==> config.mk <==
export PLATFORM = sky130hd
export DESIGN_NAME = octant_atan2_degrees_top_flat
export DESIGN_NICKNAME = d
export VERILOG_FILES = /design/src/rtl/oad_pkg.sv /design/src/rtl/oad_vec_if.sv /design/src/rtl/oad_angle_if.sv /design/src/rtl/oad_prep.sv /design/src/rtl/oad_div_step.sv /design/src/rtl/oad_post.sv /design/src/rtl/octant_atan2_degrees_top.sv /design/src/flat_wrapper.sv
export SDC_FILE = /design/constraint.sdc
export NUM_CORES = 1
export LEC_CHECK = 0
export BUFFER_PORTS_ARGS = -buffer_cell sky130_fd_sc_hd__buf_4
export CAP_MARGIN = 20
export CELL_PAD_IN_SITES_DETAIL_PLACEMENT = 1
export CELL_PAD_IN_SITES_GLOBAL_PLACEMENT = 2
export CORE_MARGIN = 4
export CORE_UTILIZATION = 25
export CTS_CLUSTER_SIZE = 10
export DETAILED_ROUTE_END_ITERATION = 10
export GPL_TIMING_DRIVEN = 0
export MAX_ROUTING_LAYER = met4
export PLACE_DENSITY_LB_ADDON = 0.1
export SLEW_MARGIN = 20
export SYNTH_ARGS = -nofsm -noshare
export SYNTH_HDL_FRONTEND = slang
export SYNTH_HIERARCHICAL = 1
export SYNTH_SLANG_ARGS = --single-unit
==> constraint.sdc <==
create_clock -name clk_i -period 8.7 [get_ports clk_i]
set_input_delay 0.87 -clock clk_i [delete_from_list [all_inputs] [get_ports clk_i]]
set_output_delay 0.87 -clock clk_i [all_outputs]
set_load 0.01 [all_outputs]
==> src/rtl/oad_pkg.sv <==
package oad_pkg;

  // Coordinate and table sizing.
  localparam int COORD_WIDTH = 16;
  localparam int TABLE_BITS  = 7;
  localparam int MAG_W       = COORD_WIDTH;
  localparam int QUOT_W      = TABLE_BITS + 1;
  localparam int ROM_DEPTH   = (1 << TABLE_BITS) + 1;
  localparam int ANGLE_W     = 9;
  localparam int DEG_W       = 6;
  localparam int TAN_COUNT   = 45;

  // Octant base angles.
  localparam logic [ANGLE_W-1:0] BASE_0   = ANGLE_W'(0);
  localparam logic [ANGLE_W-1:0] BASE_90  = ANGLE_W'(90);
  localparam logic [ANGLE_W-1:0] BASE_180 = ANGLE_W'(180);
  localparam logic [ANGLE_W-1:0] BASE_270 = ANGLE_W'(270);
  localparam logic [ANGLE_W-1:0] BASE_360 = ANGLE_W'(360);

  // tan(d degrees) scaled by ten million, rounded, for d = 0..44.
  localparam logic [23:0] TAN_E7 [TAN_COUNT] = '{
    24'd0,       24'd174551,  24'd349208,  24'd524078,  24'd699268,  24'd874887,
    24'd1051042, 24'd1227846, 24'd1405408, 24'd1583844, 24'd1763270, 24'd1943803,
    24'd2125566, 24'd2308682, 24'd2493280, 24'd2679492, 24'd2867454, 24'd3057307,
    24'd3249197, 24'd3443276, 24'd3639702, 24'd3838640, 24'd4040262, 24'd4244748,
    24'd4452287, 24'd4663077, 24'd4877326, 24'd5095254, 24'd5317094, 24'd5543091,
    24'd5773503, 24'd6008606, 24'd6248694, 24'd6494076, 24'd6745085, 24'd7002075,
    24'd7265425, 24'd7535541, 24'd7812856, 24'd8097840, 24'd8390996, 24'd8692867,
    24'd9004040, 24'd9325151, 24'd9656888
  };

  typedef logic [ROM_DEPTH-1:0][DEG_W-1:0] atan_rom_t;

  // Entry q counts the whole degrees from 1 to 44 whose tangent does not exceed q / 2^TABLE_BITS.
  // The last entry stands for a ratio of exactly one, 45 degrees.
  function automatic atan_rom_t build_atan_rom();
    atan_rom_t      rom;
    longint unsigned lhs;
    longint unsigned rhs;
    int unsigned    deg;
    for (int q = 0; q < ROM_DEPTH; q++) begin
      deg = 0;
      if (q == (1 << TABLE_BITS)) begin
        deg = 45;
      end else begin
        for (int d = 1; d < TAN_COUNT; d++) begin
          lhs = longint'(TAN_E7[d]) * longint'(1 << TABLE_BITS);
          rhs = longint'(q) * 64'd10000000;
          if (lhs <= rhs) begin
            deg = deg + 1;
          end
        end
      end
      rom[q] = DEG_W'(deg);
    end
    return rom;
  endfunction

  localparam atan_rom_t ATAN_ROM = build_atan_rom();

  // Octant information that rides along with the division.
  typedef struct packed {
    logic               zero;
    logic               add;
    logic [ANGLE_W-1:0] base;
  } oad_meta_t;

  // One divider stage. The remainder is held already shifted for the next step.
  typedef struct packed {
    oad_meta_t         meta;
    logic [MAG_W:0]    rem;
    logic [MAG_W-1:0]  den;
    logic [QUOT_W-1:0] quot;
  } oad_div_t;

endpackage

==> src/rtl/oad_vec_if.sv <==
interface oad_vec_if;
  import oad_pkg::*;

  logic                          valid;
  logic                          ready;
  logic signed [COORD_WIDTH-1:0] vec_y;
  logic signed [COORD_WIDTH-1:0] vec_x;

  modport source (output valid, output vec_y, output vec_x, input ready);
  modport sink   (input valid, input vec_y, input vec_x, output ready);
endinterface

==> src/rtl/oad_angle_if.sv <==
interface oad_angle_if;
  import oad_pkg::*;

  logic               valid;
  logic               ready;
  logic [ANGLE_W-1:0] angle_deg;

  modport source (output valid, output angle_deg, input ready);
  modport sink   (input valid, input angle_deg, output ready);
endinterface

==> src/rtl/oad_prep.sv <==
module oad_prep (
  input  logic                                   clk_i,
  input  logic                                   rst_ni,
  input  logic                                   valid_i,
  output logic                                   ready_o,
  input  logic signed [oad_pkg::COORD_WIDTH-1:0] vec_y_i,
  input  logic signed [oad_pkg::COORD_WIDTH-1:0] vec_x_i,
  output logic                                   valid_o,
  input  logic                                   ready_i,
  output oad_pkg::oad_div_t                      data_o
);
  import oad_pkg::*;

  logic             ny, nx, xbig;
  logic [MAG_W-1:0] ay, ax;
  oad_div_t         data_d, data_q;
  logic             valid_q;

  always_comb begin
    ny   = vec_y_i[COORD_WIDTH-1];
    nx   = vec_x_i[COORD_WIDTH-1];
    // Negation in unsigned form keeps the most negative value exact.
    ay   = ny ? (~MAG_W'(vec_y_i) + MAG_W'(1)) : MAG_W'(vec_y_i);
    ax   = nx ? (~MAG_W'(vec_x_i) + MAG_W'(1)) : MAG_W'(vec_x_i);
    xbig = ax > ay;

    data_d.meta.zero = (ax == '0) && (ay == '0);
    data_d.rem       = {1'b0, (xbig ? ay : ax)};
    data_d.den       = xbig ? ax : ay;
    data_d.quot      = '0;

    unique case ({nx, ny})
      2'b00: begin
        data_d.meta.base = xbig ? BASE_0 : BASE_90;
        data_d.meta.add  = xbig;
      end
      2'b01: begin
        data_d.meta.base = xbig ? BASE_360 : BASE_270;
        data_d.meta.add  = !xbig;
      end
      2'b10: begin
        data_d.meta.base = xbig ? BASE_180 : BASE_90;
        data_d.meta.add  = !xbig;
      end
      default: begin
        data_d.meta.base = xbig ? BASE_180 : BASE_270;
        data_d.meta.add  = xbig;
      end
    endcase
  end

  assign ready_o = !valid_q || ready_i;

  always_ff @(posedge clk_i or negedge rst_ni) begin
    if (!rst_ni) begin
      valid_q <= 1'b0;
    end else if (ready_o) begin
      valid_q <= valid_i;
    end
  end

  always_ff @(posedge clk_i) begin
    if (ready_o && valid_i) begin
      data_q <= data_d;
    end
  end

  assign valid_o = valid_q;
  assign data_o  = data_q;
endmodule

==> src/rtl/oad_div_step.sv <==
module oad_div_step (
  input  logic              clk_i,
  input  logic              rst_ni,
  input  logic              valid_i,
  output logic              ready_o,
  input  oad_pkg::oad_div_t data_i,
  output logic              valid_o,
  input  logic              ready_i,
  output oad_pkg::oad_div_t data_o
);
  import oad_pkg::*;

  logic             bit_set;
  logic [MAG_W:0]   diff;
  logic [MAG_W-1:0] rest;
  oad_div_t         data_d, data_q;
  logic             valid_q;

  // One restoring step: one quotient bit per stage.
  always_comb begin
    bit_set     = data_i.rem >= {1'b0, data_i.den};
    diff        = data_i.rem - {1'b0, data_i.den};
    rest        = bit_set ? diff[MAG_W-1:0] : data_i.rem[MAG_W-1:0];
    data_d      = data_i;
    data_d.rem  = {rest, 1'b0};
    data_d.quot = {data_i.quot[QUOT_W-2:0], bit_set};
  end

  assign ready_o = !valid_q || ready_i;

  always_ff @(posedge clk_i or negedge rst_ni) begin
    if (!rst_ni) begin
      valid_q <= 1'b0;
    end else if (ready_o) begin
      valid_q <= valid_i;
    end
  end

  always_ff @(posedge clk_i) begin
    if (ready_o && valid_i) begin
      data_q <= data_d;
    end
  end

  assign valid_o = valid_q;
  assign data_o  = data_q;
endmodule

==> src/rtl/oad_post.sv <==
module oad_post (
  input  logic                          clk_i,
  input  logic                          rst_ni,
  input  logic                          valid_i,
  output logic                          ready_o,
  input  oad_pkg::oad_div_t             data_i,
  output logic                          valid_o,
  input  logic                          ready_i,
  output logic [oad_pkg::ANGLE_W-1:0]   angle_deg_o
);
  import oad_pkg::*;

  logic [DEG_W-1:0]   deg;
  logic [ANGLE_W-1:0] sum;
  logic [ANGLE_W-1:0] angle_d, angle_q;
  logic               valid_q;

  always_comb begin
    deg = ATAN_ROM[data_i.quot];
    sum = data_i.meta.add ? (data_i.meta.base + ANGLE_W'(deg))
                          : (data_i.meta.base - ANGLE_W'(deg));
    if (data_i.meta.zero || (sum == BASE_360)) begin
      angle_d = BASE_0;
    end else begin
      angle_d = sum;
    end
  end

  assign ready_o = !valid_q || ready_i;

  always_ff @(posedge clk_i or negedge rst_ni) begin
    if (!rst_ni) begin
      valid_q <= 1'b0;
    end else if (ready_o) begin
      valid_q <= valid_i;
    end
  end

  always_ff @(posedge clk_i) begin
    if (ready_o && valid_i) begin
      angle_q <= angle_d;
    end
  end

  assign valid_o     = valid_q;
  assign angle_deg_o = angle_q;
endmodule

==> src/rtl/octant_atan2_degrees_top.sv <==
// Channel   Direction  Beat contents
// vec_i     in         vec_y, vec_x (signed vector components)
// angle_o   out        angle_deg (0 to 359 degrees)
//
// One beat is accepted every cycle while a stage is free or angle_o is ready;
// each result passes one stage for magnitudes and octant, one divider stage
// per quotient bit, and one stage for the ROM and the final add. Reset
// clears only the valid bits of the stages. When angle_o stalls, each stage
// holds while full and the stall reaches vec_i only once every stage is
// occupied; no beat is lost or repeated.
module octant_atan2_degrees_top (
  input  logic        clk_i,
  input  logic        rst_ni,
  oad_vec_if.sink     vec_i,
  oad_angle_if.source angle_o
);
  import oad_pkg::*;

  // Handshake and data between the stages. Index 0 is the output of the
  // octant stage; index k is the output of divider step k.
  logic     valid_s [QUOT_W+1];
  logic     ready_s [QUOT_W+1];
  oad_div_t data_s  [QUOT_W+1];

  // Absolute values, octant, base angle and the operands of the ratio.
  oad_prep u_prep (
    .clk_i   (clk_i),
    .rst_ni  (rst_ni),
    .valid_i (vec_i.valid),
    .ready_o (vec_i.ready),
    .vec_y_i (vec_i.vec_y),
    .vec_x_i (vec_i.vec_x),
    .valid_o (valid_s[0]),
    .ready_i (ready_s[0]),
    .data_o  (data_s[0])
  );

  // Pipelined restoring divider. The first step yields the integer bit,
  // which is set only when both magnitudes are equal; the rest yield the
  // TABLE_BITS fractional bits of smaller / larger.
  for (genvar k = 0; k < QUOT_W; k++) begin : g_div
    oad_div_step u_step (
      .clk_i   (clk_i),
      .rst_ni  (rst_ni),
      .valid_i (valid_s[k]),
      .ready_o (ready_s[k]),
      .data_i  (data_s[k]),
      .valid_o (valid_s[k+1]),
      .ready_i (ready_s[k+1]),
      .data_o  (data_s[k+1])
    );
  end

  // Arctangent lookup, add to or subtract from the octant base, wrap 360
  // to 0 and force the zero vector to 0. Its register is the output register.
  oad_post u_post (
    .clk_i       (clk_i),
    .rst_ni      (rst_ni),
    .valid_i     (valid_s[QUOT_W]),
    .ready_o     (ready_s[QUOT_W]),
    .data_i      (data_s[QUOT_W]),
    .valid_o     (angle_o.valid),
    .ready_i     (angle_o.ready),
    .angle_deg_o (angle_o.angle_deg)
  );
endmodule

==> src/flat_wrapper.sv <==
// flat-port wrapper written by rule: the top's interface ports become plain ports
module octant_atan2_degrees_top_flat import oad_pkg::*;
  (clk_i, rst_ni, vec_i_valid, vec_i_vec_y, vec_i_vec_x, vec_i_ready, angle_o_valid, angle_o_angle_deg, angle_o_ready);
  oad_vec_if vec_i_i ();
  oad_angle_if angle_o_i ();
  input  logic clk_i;
  input  logic rst_ni;
  input wire logic [$bits(vec_i_i.valid)-1:0] vec_i_valid;
  input wire logic [$bits(vec_i_i.vec_y)-1:0] vec_i_vec_y;
  input wire logic [$bits(vec_i_i.vec_x)-1:0] vec_i_vec_x;
  output wire logic [$bits(vec_i_i.ready)-1:0] vec_i_ready;
  output wire logic [$bits(angle_o_i.valid)-1:0] angle_o_valid;
  output wire logic [$bits(angle_o_i.angle_deg)-1:0] angle_o_angle_deg;
  input wire logic [$bits(angle_o_i.ready)-1:0] angle_o_ready;
  assign vec_i_i.valid = vec_i_valid;
  assign vec_i_i.vec_y = vec_i_vec_y;
  assign vec_i_i.vec_x = vec_i_vec_x;
  assign vec_i_ready = vec_i_i.ready;
  assign angle_o_valid = angle_o_i.valid;
  assign angle_o_angle_deg = angle_o_i.angle_deg;
  assign angle_o_i.ready = angle_o_ready;
  octant_atan2_degrees_top u_core (.clk_i(clk_i), .rst_ni(rst_ni), .vec_i(vec_i_i), .angle_o(angle_o_i));
endmodule
==> metrics.md <==
| Metric | Value |
|---|---|
| Status | finished clean |
| DR vias | approximately 15,000 |
| First-pass GRT wire length | around 92 mm |
| Final Net Count | around 2,300 |
| Crit Path Max Fanout | 10 |
| Crit path cell chain | buf_4 -> buf_4 -> inv_1 -> ha_1 -> nor3b_1 -> o21ai_0 -> o211ai_1 -> o211ai_1 -> nand2_1 -> inv_2 -> ha_1 -> nor2_1 -> a21oi_1 -> ha_1 -> a21o_1 -> a21oi_1 -> o21ai_0 -> a31oi_1 -> xor2_1 -> nor3b_1 -> a21oi_1 |
| Worst Tran Pin Value | about 0.89 ns |
| Final setup margin | slightly below 4 ns |
| Share of cells above drive strength 1 | between 10% and 20% |
| Worst-case reg-to-reg path depth | 21 |
| Worst EP required | approximately 9.0 ns |
| Chip width | 316.5 µm |
| CTS root buf | clkbuf_16 |
| Height of the die | 316.5 µm |
| CTS tree | built |
| Unrepaired setup endpoints after global routing | false |
| Cell Area, Synth | approximately 0.024 mm² |
| Pwr per Cell Area | around 380 mW/mm² |
| Final WL | approximately 56 mm |
| Hold Crit Class | in2async |
| Ports | 47 |
| F_max | approximately 0.21 GHz |
| Gpl congestion | 0.7851 |
| Iteration-0 DRC Markers | 494 |
| Peak supply drop | about 0.14 mV |
| Largest stage delay, worst path | approximately 0.54 ns |
| Minimum clock period | a little under 5 ns |
| Largest net degree at the start of global routing | 35 |
| Final core utilization | between 20% and 30% |
| # clock sinks | between 400 and 500 |
| Crit path from | u_core/g_div[7].u_step/data_o[2] |
| DP Worst Slack | about 3.4 ns |
| Cell count along the critical path | 21 |
| First-pass DRT Iterations | 4 |
| Final setup vio count | 0 |
| Cts bufs inserted | 51 |
| Routed Antenna Nets | 0 |
| CP startpoint kind | register |
| Fin crit share | a little under three fifths |
| Post-CTS Setup Bufs | 0 |
| Area Overhead vs Synth | 15.48% |
| Hold-fix buffers, CTS | 0 |
| Final hold vios | 0 |
| Clock slew at the register clock pins of the worst setup and hold paths | 0.06 ns |
| R2r startpoint | u_core/g_div[7].u_step/data_o[2] |
| # diodes | 0 |
| Routed wire per std cell | approximately 17 µm |
| Detail Placement HPWL | around 45 mm |
| Worst slew margin | about two fifths |
| FF-to-FF setup slack | just under 4 ns |
| Vias in the first global route | between 15,000 and 20,000 |
| Leak | 0.01071 µW |
| Clk_lat worst skew | a little over 0.6 ns |
| Clock buffer depth | 3 |
| WS Path Type | reg2reg |
| H-tree lvl count | 2 |
| I/O Buffers | 46 |
| CTS resizes | 0 |
| Initial antenna violation count | 0 |
| FP Rows | ~110 |
| Total GRT Usage | a little under an eighth |
| Initial Util | 25.35% |
| Slew Viols, Final | 0 |
| CP max stage cell | edfxtp_1 |
| Gr ovfl total | 0 |
| Cell count after synthesis | ~1,900 |
| Ys Warns | 6 |
| Crit path DAT | approximately 5.1 ns |
| Setup TNS | 0 ns |
| Worst Setup EP | u_core/u_post/angle_deg_o[6] |
| Worst Skew | roughly 0.027 ns |
| CP Capture Type | register |
| Crit path max-delay family | compound AO/OA/AOI/OAI gates |
| FF-to-FF End | u_core/u_post/angle_deg_o[6] |
| Core Region | approximately 0.094 mm² |
| Vias/cell | between 4 and 5 |
| Max_cap viols | 0 |
| Number of remaining DRC errors | 0 |
| Syn avg cell area | about 12 µm² |
| Die area | 0.1002 mm² |
| Final Total Pwr | about 10,000 µW |
| WP buf/inv | 4 |
## how the worst min path moves through the flow
stage / from / endpoint / slack [ns] / cells past startpoint
3_3_place_gp: u_core/u_prep/data_o[51] / u_core/g_div[0].u_step/data_o[51] / 0.40 / 0
3_5_place_dp: u_core/g_div[6].u_step/data_o[2] / u_core/g_div[7].u_step/data_o[3] / 0.41 / 0
4_1_cts: rst_ni / u_core/u_post/valid_o / 0.05 / 1
2_1_floorplan: u_core/u_prep/data_o[42] / u_core/g_div[0].u_step/data_o[42] / 0.40 / 0
6_report: rst_ni / u_core/u_post/valid_o / 0.10 / 1
5_1_grt: rst_ni / u_core/u_post/valid_o / 0.06 / 1
## metrics by stage
step / instances / instance area [µm²] / hold WS (ns)
after global routing: 3337 / 27490 / 0.05990
after detailed placement: 3244 / 25890 / 0.4057
after floorplan: 1936 / 23800 / 0.4003
after CTS: 3337 / 27490 / 0.04647
after global placement: 3236 / 25720 / 0.4029
final: 3337 / 27490 / 0.1009
## per-layer routing
metal  global-route usage, %  part of all wire, %  vias to the layer above
met5                       -                    0                        -
met4                   4.125                  3.6                        0
met3                   1.843                  2.4                       99
met2                   21.19                   52                      139
met1                   13.43                   42                     7171
li1                        -                    -                     7394
## flip-flops by register name (all words and copies together), names as in the netlist
name,cells
u_core/u_post/valid_o,1
u_core/g_div.u_step/data_o,348
u_core/u_post/angle_deg_o,9
u_core/g_div.u_step/valid_o,8
u_core/u_prep/valid_o,1
u_core/u_prep/data_o,42
## report_power, final
group	switching (µW)	internal [µW]
logic	2710	2290
registers	315	3110
clock network	812	1220
total	3840	6620
## cells in the final DEF, fill, tap and decap left out, types with 11 or more instances in the layout
master,count
buf_6,11
nor3_1,27
a21o_1,50
o21ai_0,62
or3_1,20
mux2_4,32
a21oi_1,107
nor2_1,87
buf_4,60
o21a_1,27
o211ai_1,14
a211oi_1,26
mux2i_1,56
clkbuf_1,35
mux2_2,50
xor2_1,50
nor2b_1,39
clkbuf_16,53
clkbuf_2,12
xnor2_1,55
nand2b_1,30
nand3_1,24
inv_1,169
a21oi_2,15
o21bai_1,13
ha_1,165
nand3b_1,12
nand2_1,87
nand4_1,37
edfxtp_1,399
## layout make-up
cell class | instances | area [µm²]
plain buffers | 59 | 400.4
clock buffers | 79 | 1444
clock inverters | 14 | 152.6
fillers | 10240 | 66400
inverters | 173 | 651.9
multi-input cells | 1295 | 10530
flip-flops and latches | 409 | 12230
well taps | 1254 | 1569
repair buffers | 54 | 505.5
Power figures use the tool's default switching activity.
